--- src/sv/hhs_pkg.sv ---
// ----------------------------------------------------------------------------
// hhs_pkg
// Shared types, codes and defaults for the hopscotch hash set.
// ----------------------------------------------------------------------------
package hhs_pkg;

  // default geometry
  localparam int TableSizeDef = 1024;
  localparam int HopRangeDef  = 32;
  localparam int AddRangeDef  = 256;

  // field widths fixed by the item format
  localparam int KeyW    = 32;
  localparam int ActionW = 2;
  localparam int StatusW = 3;

  // action codes
  localparam logic [ActionW-1:0] ACT_INSERT = 2'd0;
  localparam logic [ActionW-1:0] ACT_LOOKUP = 2'd1;
  localparam logic [ActionW-1:0] ACT_REMOVE = 2'd2;
  localparam logic [ActionW-1:0] ACT_UNUSED = 2'd3;

  // result status codes
  localparam logic [StatusW-1:0] ST_PRESENT = 3'd0;
  localparam logic [StatusW-1:0] ST_DONE    = 3'd1;
  localparam logic [StatusW-1:0] ST_MISSING = 3'd2;
  localparam logic [StatusW-1:0] ST_FULL    = 3'd3;
  localparam logic [StatusW-1:0] ST_ZERO    = 3'd4;

  // source of the reported slot
  typedef enum logic [1:0] {
    POS_ZERO,
    POS_CUR,
    POS_FREE
  } pos_sel_e;

  // what the table write port stores
  typedef enum logic [1:0] {
    WR_ZERO_CUR,
    WR_ZERO_CAND,
    WR_MOVE,
    WR_INSERT
  } wr_sel_e;

  // controller to datapath
  typedef struct packed {
    logic                load;
    logic                rd;
    logic                rd_cand;
    logic                wr;
    wr_sel_e             wr_sel;
    logic                cur_home;
    logic                cur_next;
    logic                set_free;
    logic                cand_init;
    logic                cand_next;
    logic                free_from_cand;
    logic                cnt_inc;
    logic                cnt_dec;
    logic                res_set;
    logic [StatusW-1:0]  res_status;
    pos_sel_e            res_pos;
    logic                res_out;
  } dp_cmd_t;

  // datapath to controller
  typedef struct packed {
    logic               key_zero;
    logic [ActionW-1:0] action;
    logic               hit;
    logic               empty;
    logic               find_end;
    logic               add_end;
    logic               far;
    logic               can_move;
    logic               step_last;
    logic               clr_last;
    logic               out_free;
  } dp_sts_t;

endpackage

--- src/sv/hhs_ctrl.sv ---
// ----------------------------------------------------------------------------
// hhs_ctrl
// Controller: clearing pass, probe, free-slot search, displacement chain
// and result handoff.
// ----------------------------------------------------------------------------
module hhs_ctrl
  import hhs_pkg::*;
(
  input  logic    clk_i,
  input  logic    rst_ni,
  input  logic    in_valid_i,
  output logic    in_ready_o,
  output dp_cmd_t cmd_o,
  input  dp_sts_t sts_i
);

  localparam logic [3:0] S_CLR     = 4'd0;
  localparam logic [3:0] S_IDLE    = 4'd1;
  localparam logic [3:0] S_DECIDE  = 4'd2;
  localparam logic [3:0] S_FIND_RD = 4'd3;
  localparam logic [3:0] S_FIND_CK = 4'd4;
  localparam logic [3:0] S_FREE_RD = 4'd5;
  localparam logic [3:0] S_FREE_CK = 4'd6;
  localparam logic [3:0] S_DISP    = 4'd7;
  localparam logic [3:0] S_MV_RD   = 4'd8;
  localparam logic [3:0] S_MV_CK   = 4'd9;
  localparam logic [3:0] S_MV_VAC  = 4'd10;
  localparam logic [3:0] S_RESP    = 4'd11;

  logic [3:0] state_q, state_d;

  always_ff @(posedge clk_i or negedge rst_ni) begin
    if (!rst_ni) begin
      state_q <= S_CLR;
    end else begin
      state_q <= state_d;
    end
  end

  assign in_ready_o = (state_q == S_IDLE);

  // next state and datapath commands
  always_comb begin
    state_d          = state_q;
    cmd_o            = '0;
    cmd_o.wr_sel     = WR_ZERO_CUR;
    cmd_o.res_pos    = POS_ZERO;
    cmd_o.res_status = ST_MISSING;
    case (state_q)
      S_CLR: begin
        cmd_o.wr       = 1'b1;
        cmd_o.cur_next = 1'b1;
        if (sts_i.clr_last) begin
          cmd_o.cur_next = 1'b0;
          state_d        = S_IDLE;
        end
      end
      S_IDLE: begin
        if (in_valid_i) begin
          cmd_o.load = 1'b1;
          state_d    = S_DECIDE;
        end
      end
      S_DECIDE: begin
        cmd_o.cur_home = 1'b1;
        if (sts_i.key_zero) begin
          cmd_o.res_set    = 1'b1;
          cmd_o.res_status = ST_ZERO;
          state_d          = S_RESP;
        end else if (sts_i.action == ACT_INSERT || sts_i.action == ACT_LOOKUP ||
                     sts_i.action == ACT_REMOVE) begin
          state_d = S_FIND_RD;
        end else begin
          cmd_o.res_set = 1'b1;
          state_d       = S_RESP;
        end
      end
      S_FIND_RD: begin
        cmd_o.rd = 1'b1;
        state_d  = S_FIND_CK;
      end
      S_FIND_CK: begin
        if (sts_i.hit) begin
          cmd_o.res_set = 1'b1;
          cmd_o.res_pos = POS_CUR;
          state_d       = S_RESP;
          if (sts_i.action == ACT_REMOVE) begin
            cmd_o.wr         = 1'b1;
            cmd_o.cnt_dec    = 1'b1;
            cmd_o.res_status = ST_DONE;
          end else begin
            cmd_o.res_status = ST_PRESENT;
          end
        end else if (!sts_i.find_end) begin
          cmd_o.cur_next = 1'b1;
          state_d        = S_FIND_RD;
        end else if (sts_i.action == ACT_INSERT) begin
          cmd_o.cur_home = 1'b1;
          state_d        = S_FREE_RD;
        end else begin
          cmd_o.res_set = 1'b1;
          state_d       = S_RESP;
        end
      end
      S_FREE_RD: begin
        cmd_o.rd = 1'b1;
        state_d  = S_FREE_CK;
      end
      S_FREE_CK: begin
        if (sts_i.empty) begin
          cmd_o.set_free = 1'b1;
          state_d        = S_DISP;
        end else if (sts_i.add_end) begin
          cmd_o.res_set    = 1'b1;
          cmd_o.res_status = ST_FULL;
          state_d          = S_RESP;
        end else begin
          cmd_o.cur_next = 1'b1;
          state_d        = S_FREE_RD;
        end
      end
      S_DISP: begin
        if (sts_i.far) begin
          cmd_o.cand_init = 1'b1;
          state_d         = S_MV_RD;
        end else begin
          cmd_o.wr         = 1'b1;
          cmd_o.wr_sel     = WR_INSERT;
          cmd_o.cnt_inc    = 1'b1;
          cmd_o.res_set    = 1'b1;
          cmd_o.res_status = ST_DONE;
          cmd_o.res_pos    = POS_FREE;
          state_d          = S_RESP;
        end
      end
      S_MV_RD: begin
        cmd_o.rd      = 1'b1;
        cmd_o.rd_cand = 1'b1;
        state_d       = S_MV_CK;
      end
      S_MV_CK: begin
        if (sts_i.can_move) begin
          cmd_o.wr     = 1'b1;
          cmd_o.wr_sel = WR_MOVE;
          state_d      = S_MV_VAC;
        end else if (sts_i.step_last) begin
          cmd_o.res_set    = 1'b1;
          cmd_o.res_status = ST_FULL;
          state_d          = S_RESP;
        end else begin
          cmd_o.cand_next = 1'b1;
          state_d         = S_MV_RD;
        end
      end
      S_MV_VAC: begin
        cmd_o.wr             = 1'b1;
        cmd_o.wr_sel         = WR_ZERO_CAND;
        cmd_o.free_from_cand = 1'b1;
        state_d              = S_DISP;
      end
      S_RESP: begin
        if (sts_i.out_free) begin
          cmd_o.res_out = 1'b1;
          state_d       = S_IDLE;
        end
      end
      default: state_d = S_IDLE;
    endcase
  end

  // no request taken during the clearing pass
  a_clr_ready: assert property (@(posedge clk_i) disable iff (!rst_ni)
    (state_q == S_CLR) |-> !in_ready_o)
    else $error("request accepted while clearing");

  // table writes only in write states
  a_wr_state: assert property (@(posedge clk_i) disable iff (!rst_ni)
    cmd_o.wr |-> (state_q == S_CLR || state_q == S_FIND_CK || state_q == S_DISP ||
                  state_q == S_MV_CK || state_q == S_MV_VAC))
    else $error("table write outside a write state");

  // a move is always followed by vacating its source
  a_move_vac: assert property (@(posedge clk_i) disable iff (!rst_ni)
    (cmd_o.wr && cmd_o.wr_sel == WR_MOVE) |=> (state_q == S_MV_VAC))
    else $error("move without vacate");

endmodule
--- config.mk ---
export PLATFORM = sky130hd
export DESIGN_NAME = hhs_ctrl
export DESIGN_NICKNAME = d
export VERILOG_FILES = /design/src/sv/hhs_pkg.sv /design/src/sv/hhs_ctrl.sv
export SDC_FILE = /design/constraint.sdc
export NUM_CORES = 1
export LEC_CHECK = 0
export BUFFER_PORTS_ARGS = -buffer_cell sky130_fd_sc_hd__buf_4
export CORE_MARGIN = 2
export CORE_UTILIZATION = 39
export CTS_CLUSTER_DIAMETER = 30
export CTS_CLUSTER_SIZE = 8
export DETAILED_ROUTE_END_ITERATION = 8
export HOLD_SLACK_MARGIN = 0.03
export PLACE_DENSITY = 0.75
export SYNTH_ARGS = -nofsm -noshare
export SYNTH_HDL_FRONTEND = slang
export SYNTH_SLANG_ARGS = --single-unit
--- constraint.sdc ---
create_clock -name clk_i -period 1.25 [get_ports clk_i]
set_input_delay 0.0625 -clock clk_i [delete_from_list [all_inputs] [get_ports clk_i]]
set_output_delay 0.0625 -clock clk_i [all_outputs]
set_load 0.01 [all_outputs]
==> results of run 1 <==
==> metrics by stage <==
| stage | instance area, sq um | setup TNS (ns) | cells |
|---|---|---|---|
| floorplan | 663 | -0.0572 | 101 |
| global placement | 1090 | -1.55 | 169 |
| detailed placement | 1090 | -1.85 | 169 |
| CTS | 1290 | -4.94 | 178 |
==> cells in the mapped netlist (all sizes together) (2+ instances only) <==
cell,number
clkbuf,3
dfrtp,4
nor2,13
nor3,8
nand2b,4
inv,6
nor4,2
a21oi,6
nand3,5
and3,4
nand2,8
o21ai,7
a21o,2
o31ai,2
nor2b,2
a31oi,4
a2111oi,2
buf,6
==> kinds of logic after synthesis <==
| kind of cell | Yosys count |
|---|---|
| AO/OA/AOI/OAI | 29 |
| buffers and inverters | 15 |
| flip-flops | 4 |
| multiplexers | 1 |
| AND/OR/NAND/NOR | 52 |
==> timing repair <==
action | 4_1_cts
gates resized for setup | 35
hold buffers | 1
pin swaps | 8
setup endpoints to repair | 26
setup buffers | 5
endpoints found under the hold margin | 4
==> key figures, run 1 <==
Status
  • Stop Error: [ERROR DPL-0033] detailed placement checks failed during check placement.
  • Halt Stage: 5_1_grt
  • Outcome: did not finish

GRT
  • Largest net degree at the start of global routing: 9
  • Initial antenna violation count: 0

Placement
  • HPWL after DPL: 1940 microns
  • DP Worst Slack: -0.237 ns
  • Input/output buffers: 36
  • Global placement routability congestion: 0.912

Synthesis
  • Post-Syn Area per Cell: 6.49 sq um
  • Sequential cell area fraction in the yosys report: 0.153
  • Post-synthesis simple-gate area fraction: 0.408
  • Post-Synth Adder-Cell Area: 0
  • Yosys warns: 0
  • Netlist cell types: 37
  • Post-synth EDFFs: 0
  • Largest area contributor in the netlist: dfrtp_1
  • Area share of xor/xnor cells in the synthesized design: 0
  • Largest family of logic cells by synthesized area: simple AND/OR/NAND/NOR gates
  • Synth Net Count: 116
  • Post-Synthesis Cells: 101
  • Top FF cell, synth: dfrtp_1
  • Synth top area share: 0.153
  • Flops & latches, synth: 4
  • Synthesized area: 656 sq um
  • Proportion of synthesized area in mux cells: 0.0153
  • Post-synth ARST share: 1.00
  • Top area cells in the synthesized netlist: dfrtp_1, nor2_1, nor3_1, a21oi_1, o21ai_0
  • Compound-Gate Fraction of Synth Area: 0.313

Clock network
  • Htree depth: 1
  • Cts bufs inserted: 3
  • Sink Count: 4
  • Deepest clock path buffer count: 2
  • Clk Tree Root Cell: clkbuf_4

Die
  • Starting Density: 0.425
  • I/O Pins: 37
  • Die W: 45 microns
  • Cell row count: 14
  • Die height: 45 microns

Timing
  • Post-GRT worst EP: cmd_o[20]
  • WEP type: output port
==> run 2: changes to the inputs <==
Settings changed: CORE_AREA set to 2 2 63 65, CORE_MARGIN 2 to not set, CORE_UTILIZATION 39 to not set, CTS_CLUSTER_DIAMETER 30 to not set, CTS_CLUSTER_SIZE 8 to not set, DIE_AREA set to 0 0 65 67, HOLD_SLACK_MARGIN 0.03 to not set, PLACE_DENSITY 0.75 to not set, PLACE_DENSITY_LB_ADDON set to 0.15.
Clock period 1.25 ns to 1.6 ns, I/O delays scaled along.
==> run 2 against run 1 <==
The run now ends clean. Area after synthesis unchanged. Synthesized cell count unchanged.
==> key figures, run 2 <==
Detailed routing
  • DR DRC count: 0
  • Aggregate routed wire length: 2680 microns
  • Vias: 953
  • First-pass iteration count of the detailed router: 4
  • Via-to-Cell Ratio: 4.60
  • DRT iter0 DRCs: 31
  • WL/cell: 12.9 microns
  • Antenna Nets Post-Route: 0

Timing
  • RSZ-0062 raised after global routing: true
  • Final setup vio count: 0
  • Measured slew at the worst slew-check pin: 0.400 ns
  • Period minus WS final: 1.59 ns
  • Slew Viols, Final: 0
  • Tcrit/Tclk final: 0.993
  • F_max: 0.630 GHz
  • Slew headroom: 0.726
  • Final Hold Fails: 0
  • Worst clock skew: 0.00334 ns
  • Final WS setup: 0.0116 ns

Synthesis
  • Yosys warns: 0
  • Synthesized area: 656 sq um
  • Top FF cell, synth: dfrtp_1
  • Largest area contributor in the netlist: dfrtp_1
  • Synth top area share: 0.153
  • Sequential cell area fraction in the yosys report: 0.153
  • Top area cells in the synthesized netlist: dfrtp_1, nor2_1, nor3_1, a21oi_1, o21ai_0
  • Post-synth top cells: nor2_1, nand2_1, nor3_1
  • Netlist cell types: 37
  • Synth Net Count: 116
  • Flops & latches, synth: 4
  • Post-synth ARST share: 1.00
  • Post-Synthesis Cells: 101
  • Post-Syn Area per Cell: 6.49 sq um
  • Most common cell in the netlist: nor2_1
  • Post-synth EDFFs: 0

Critical path
  • CP max-delay cell: dfrtp_2
  • Worst path arrival time: 1.51 ns
  • Worst R2R Path Depth: 5
  • Worst path max stage delay: 0.44 ns
  • Crit path kind: flip-flop to output pin
  • RR Endpoint: state_q[1]$_DFFE_PN0P_
  • Setup slack, reg-to-reg: 0.12 ns
  • FF-to-FF Start: state_q[1]$_DFFE_PN0P_
  • Startpoint Class: flip-flop
  • Crit path max fanout: 7
  • Worst setup EP type: output pin
  • Worst Path Required: 1.52 ns
  • Top cell by count, worst path: buf_4
  • CP cell instances: buf_4 -> buf_4 -> inv_4 -> and3_1 -> o21ai_1 -> a21o_1 -> buf_4

Placement
  • Input/output buffers: 36
  • Global placement routability congestion: 0.806
  • Placed Instance Area: 1040 sq um
  • DP Worst Slack: 0.0730 ns
  • HPWL after DPL: 2000 microns

Finish
  • Fin area: 1310 sq um
  • Biggest registers after layout: state_q x4
  • Proportion of layout cells with a drive suffix above 1: 0.579
  • Commonest non-fill, non-tap cell in the layout: buf_4
  • Area delta synth->final: 100%
  • Max reg flops: 4
  • Top reg by flops: state_q
  • Commonest cells after routing, fill and taps aside: buf_4, nor2_1, nand2_1, o21ai_0
  • Fin nets: 176
  • # diodes: 0

GRT
  • First-pass GRT wire length: 3900 microns
  • Largest net degree at the start of global routing: 15
  • Initial antenna violation count: 0
  • GR Util All Layers: 0.118
  • Total grt overflow: 0
  • Vias in the first global route: 831

Clock network
  • CTS tree: done
  • Clk slew on worst S/H paths: 0.03 ns
  • Htree depth: 1
  • Clk Tree Root Cell: clkbuf_8
  • Sink Count: 4
  • Clock Latency Late Sink: 0.21 ns
  • Deepest clock path buffer count: 2
  • Cts bufs inserted: 3

Status
  • Outcome: complete, no violations

Power and ir drop
  • Static leakage: 0.607 nW
  • Cell area power density: 1600 nW/um^2
  • Worst VDD drop: 0.000433 V

Die
  • Die area: 4360 sq um
  • Starting Density: 0.182
  • Die height: 67 microns
  • Cell row count: 22
  • I/O Pins: 37
  • Die W: 65 microns
  • Core box area: 3610 sq um

Hold path
  • Worst min path class: input port to async pin

Run
  • Maxcap violations: 0
## run 2: worst max-delay path by stage
stage                                start                     end  slack (ns)  cells past startpoint
finish              state_q[0]$_DFFE_PN0P_                cmd_o[4]        0.01                      7
global route        state_q[0]$_DFFE_PN0P_                cmd_o[4]       -0.06                      7
CTS                 state_q[2]$_DFFE_PN0P_               cmd_o[13]       -0.04                      6
detailed placement  state_q[0]$_DFFE_PN0P_                cmd_o[6]        0.07                      5
global placement    state_q[2]$_DFFE_PN0P_  state_q[1]$_DFFE_PN0P_        0.08                      4
floorplan           state_q[2]$_DFFE_PN0P_  state_q[1]$_DFFE_PN0P_        0.29                      5
## run 2: final cells by class
| cell class | count | area (sq um) |
|---|---|---|
| timing repair buffer | 64 | 492 |
| clock buffer | 3 | 41.3 |
| tap | 48 | 60.1 |
| fill | 392 | 2290 |
| multi-input combinational | 82 | 588 |
| inverter | 6 | 25.0 |
| sequential | 4 | 105 |
## run 2: kinds of logic after synthesis
group                  count (synthesis)  synth area share
and+or+nand+nor                       52             0.408
DFF                                    4             0.153
muxes                                  1            0.0153
buffers and inverters                 15             0.111
AOI/OAI and AO/OA                     29             0.313
## run 2: critical path: cells and delay by family (launching register included)
kind / cells / cell delay, ns
buf+inv: 4 / 0.50
flops: 1 / 0.44
compound gates: 2 / 0.22
simple gates: 1 / 0.14
## run 2: what timing repair did
| action | 4_1_cts | 5_1_grt |
|---|---|---|
| buffers inserted | 2 | 13 |
| hold buffers | 1 | 0 |
| pin swaps | 2 | 6 |
| setup endpoints to repair | 7 | 9 |
| endpoints found under the hold margin | 4 | 0 |
| resized for setup | 9 | 25 |
| cloned | 0 | 0 |
## run 2: power by group
part | switching, mW | internal (mW)
clock network | 0.0439 | 0.160
registers | 0.0964 | 0.158
logic | 0.807 | 0.833
total | 0.947 | 1.15
## run 2: per-stage QoR
stage | std cells | utilization | total power, mW | hold WS [ns] | TNS (ns)
3_5_place_dp | 190 | 0.289 | 1.47 | -0.122 | 0
4_1_cts | 196 | 0.314 | 1.76 | 0.208 | -0.0945
6_report | 207 | 0.364 | 2.10 | 0.206 | 0
2_1_floorplan | 101 | - | 0.958 | -0.216 | 0
5_1_grt | 207 | 0.364 | 2.25 | 0.214 | -0.230
3_3_place_gp | 190 | 0.289 | 1.48 | -0.120 | 0
## run 2: metal layers
| layer | part of all wire | up-vias | GRT usage |
|---|---|---|---|
| li1 | - | 480 | - |
| met4 | 0.0071 | 0 | 0.0319 |
| met5 | 0 | - | 0 |
| met2 | 0.48 | 38 | 0.197 |
| met3 | 0.051 | 2 | 0.0253 |
| met1 | 0.46 | 433 | 0.153 |
Note: power is estimated with default switching activity, not from simulation.
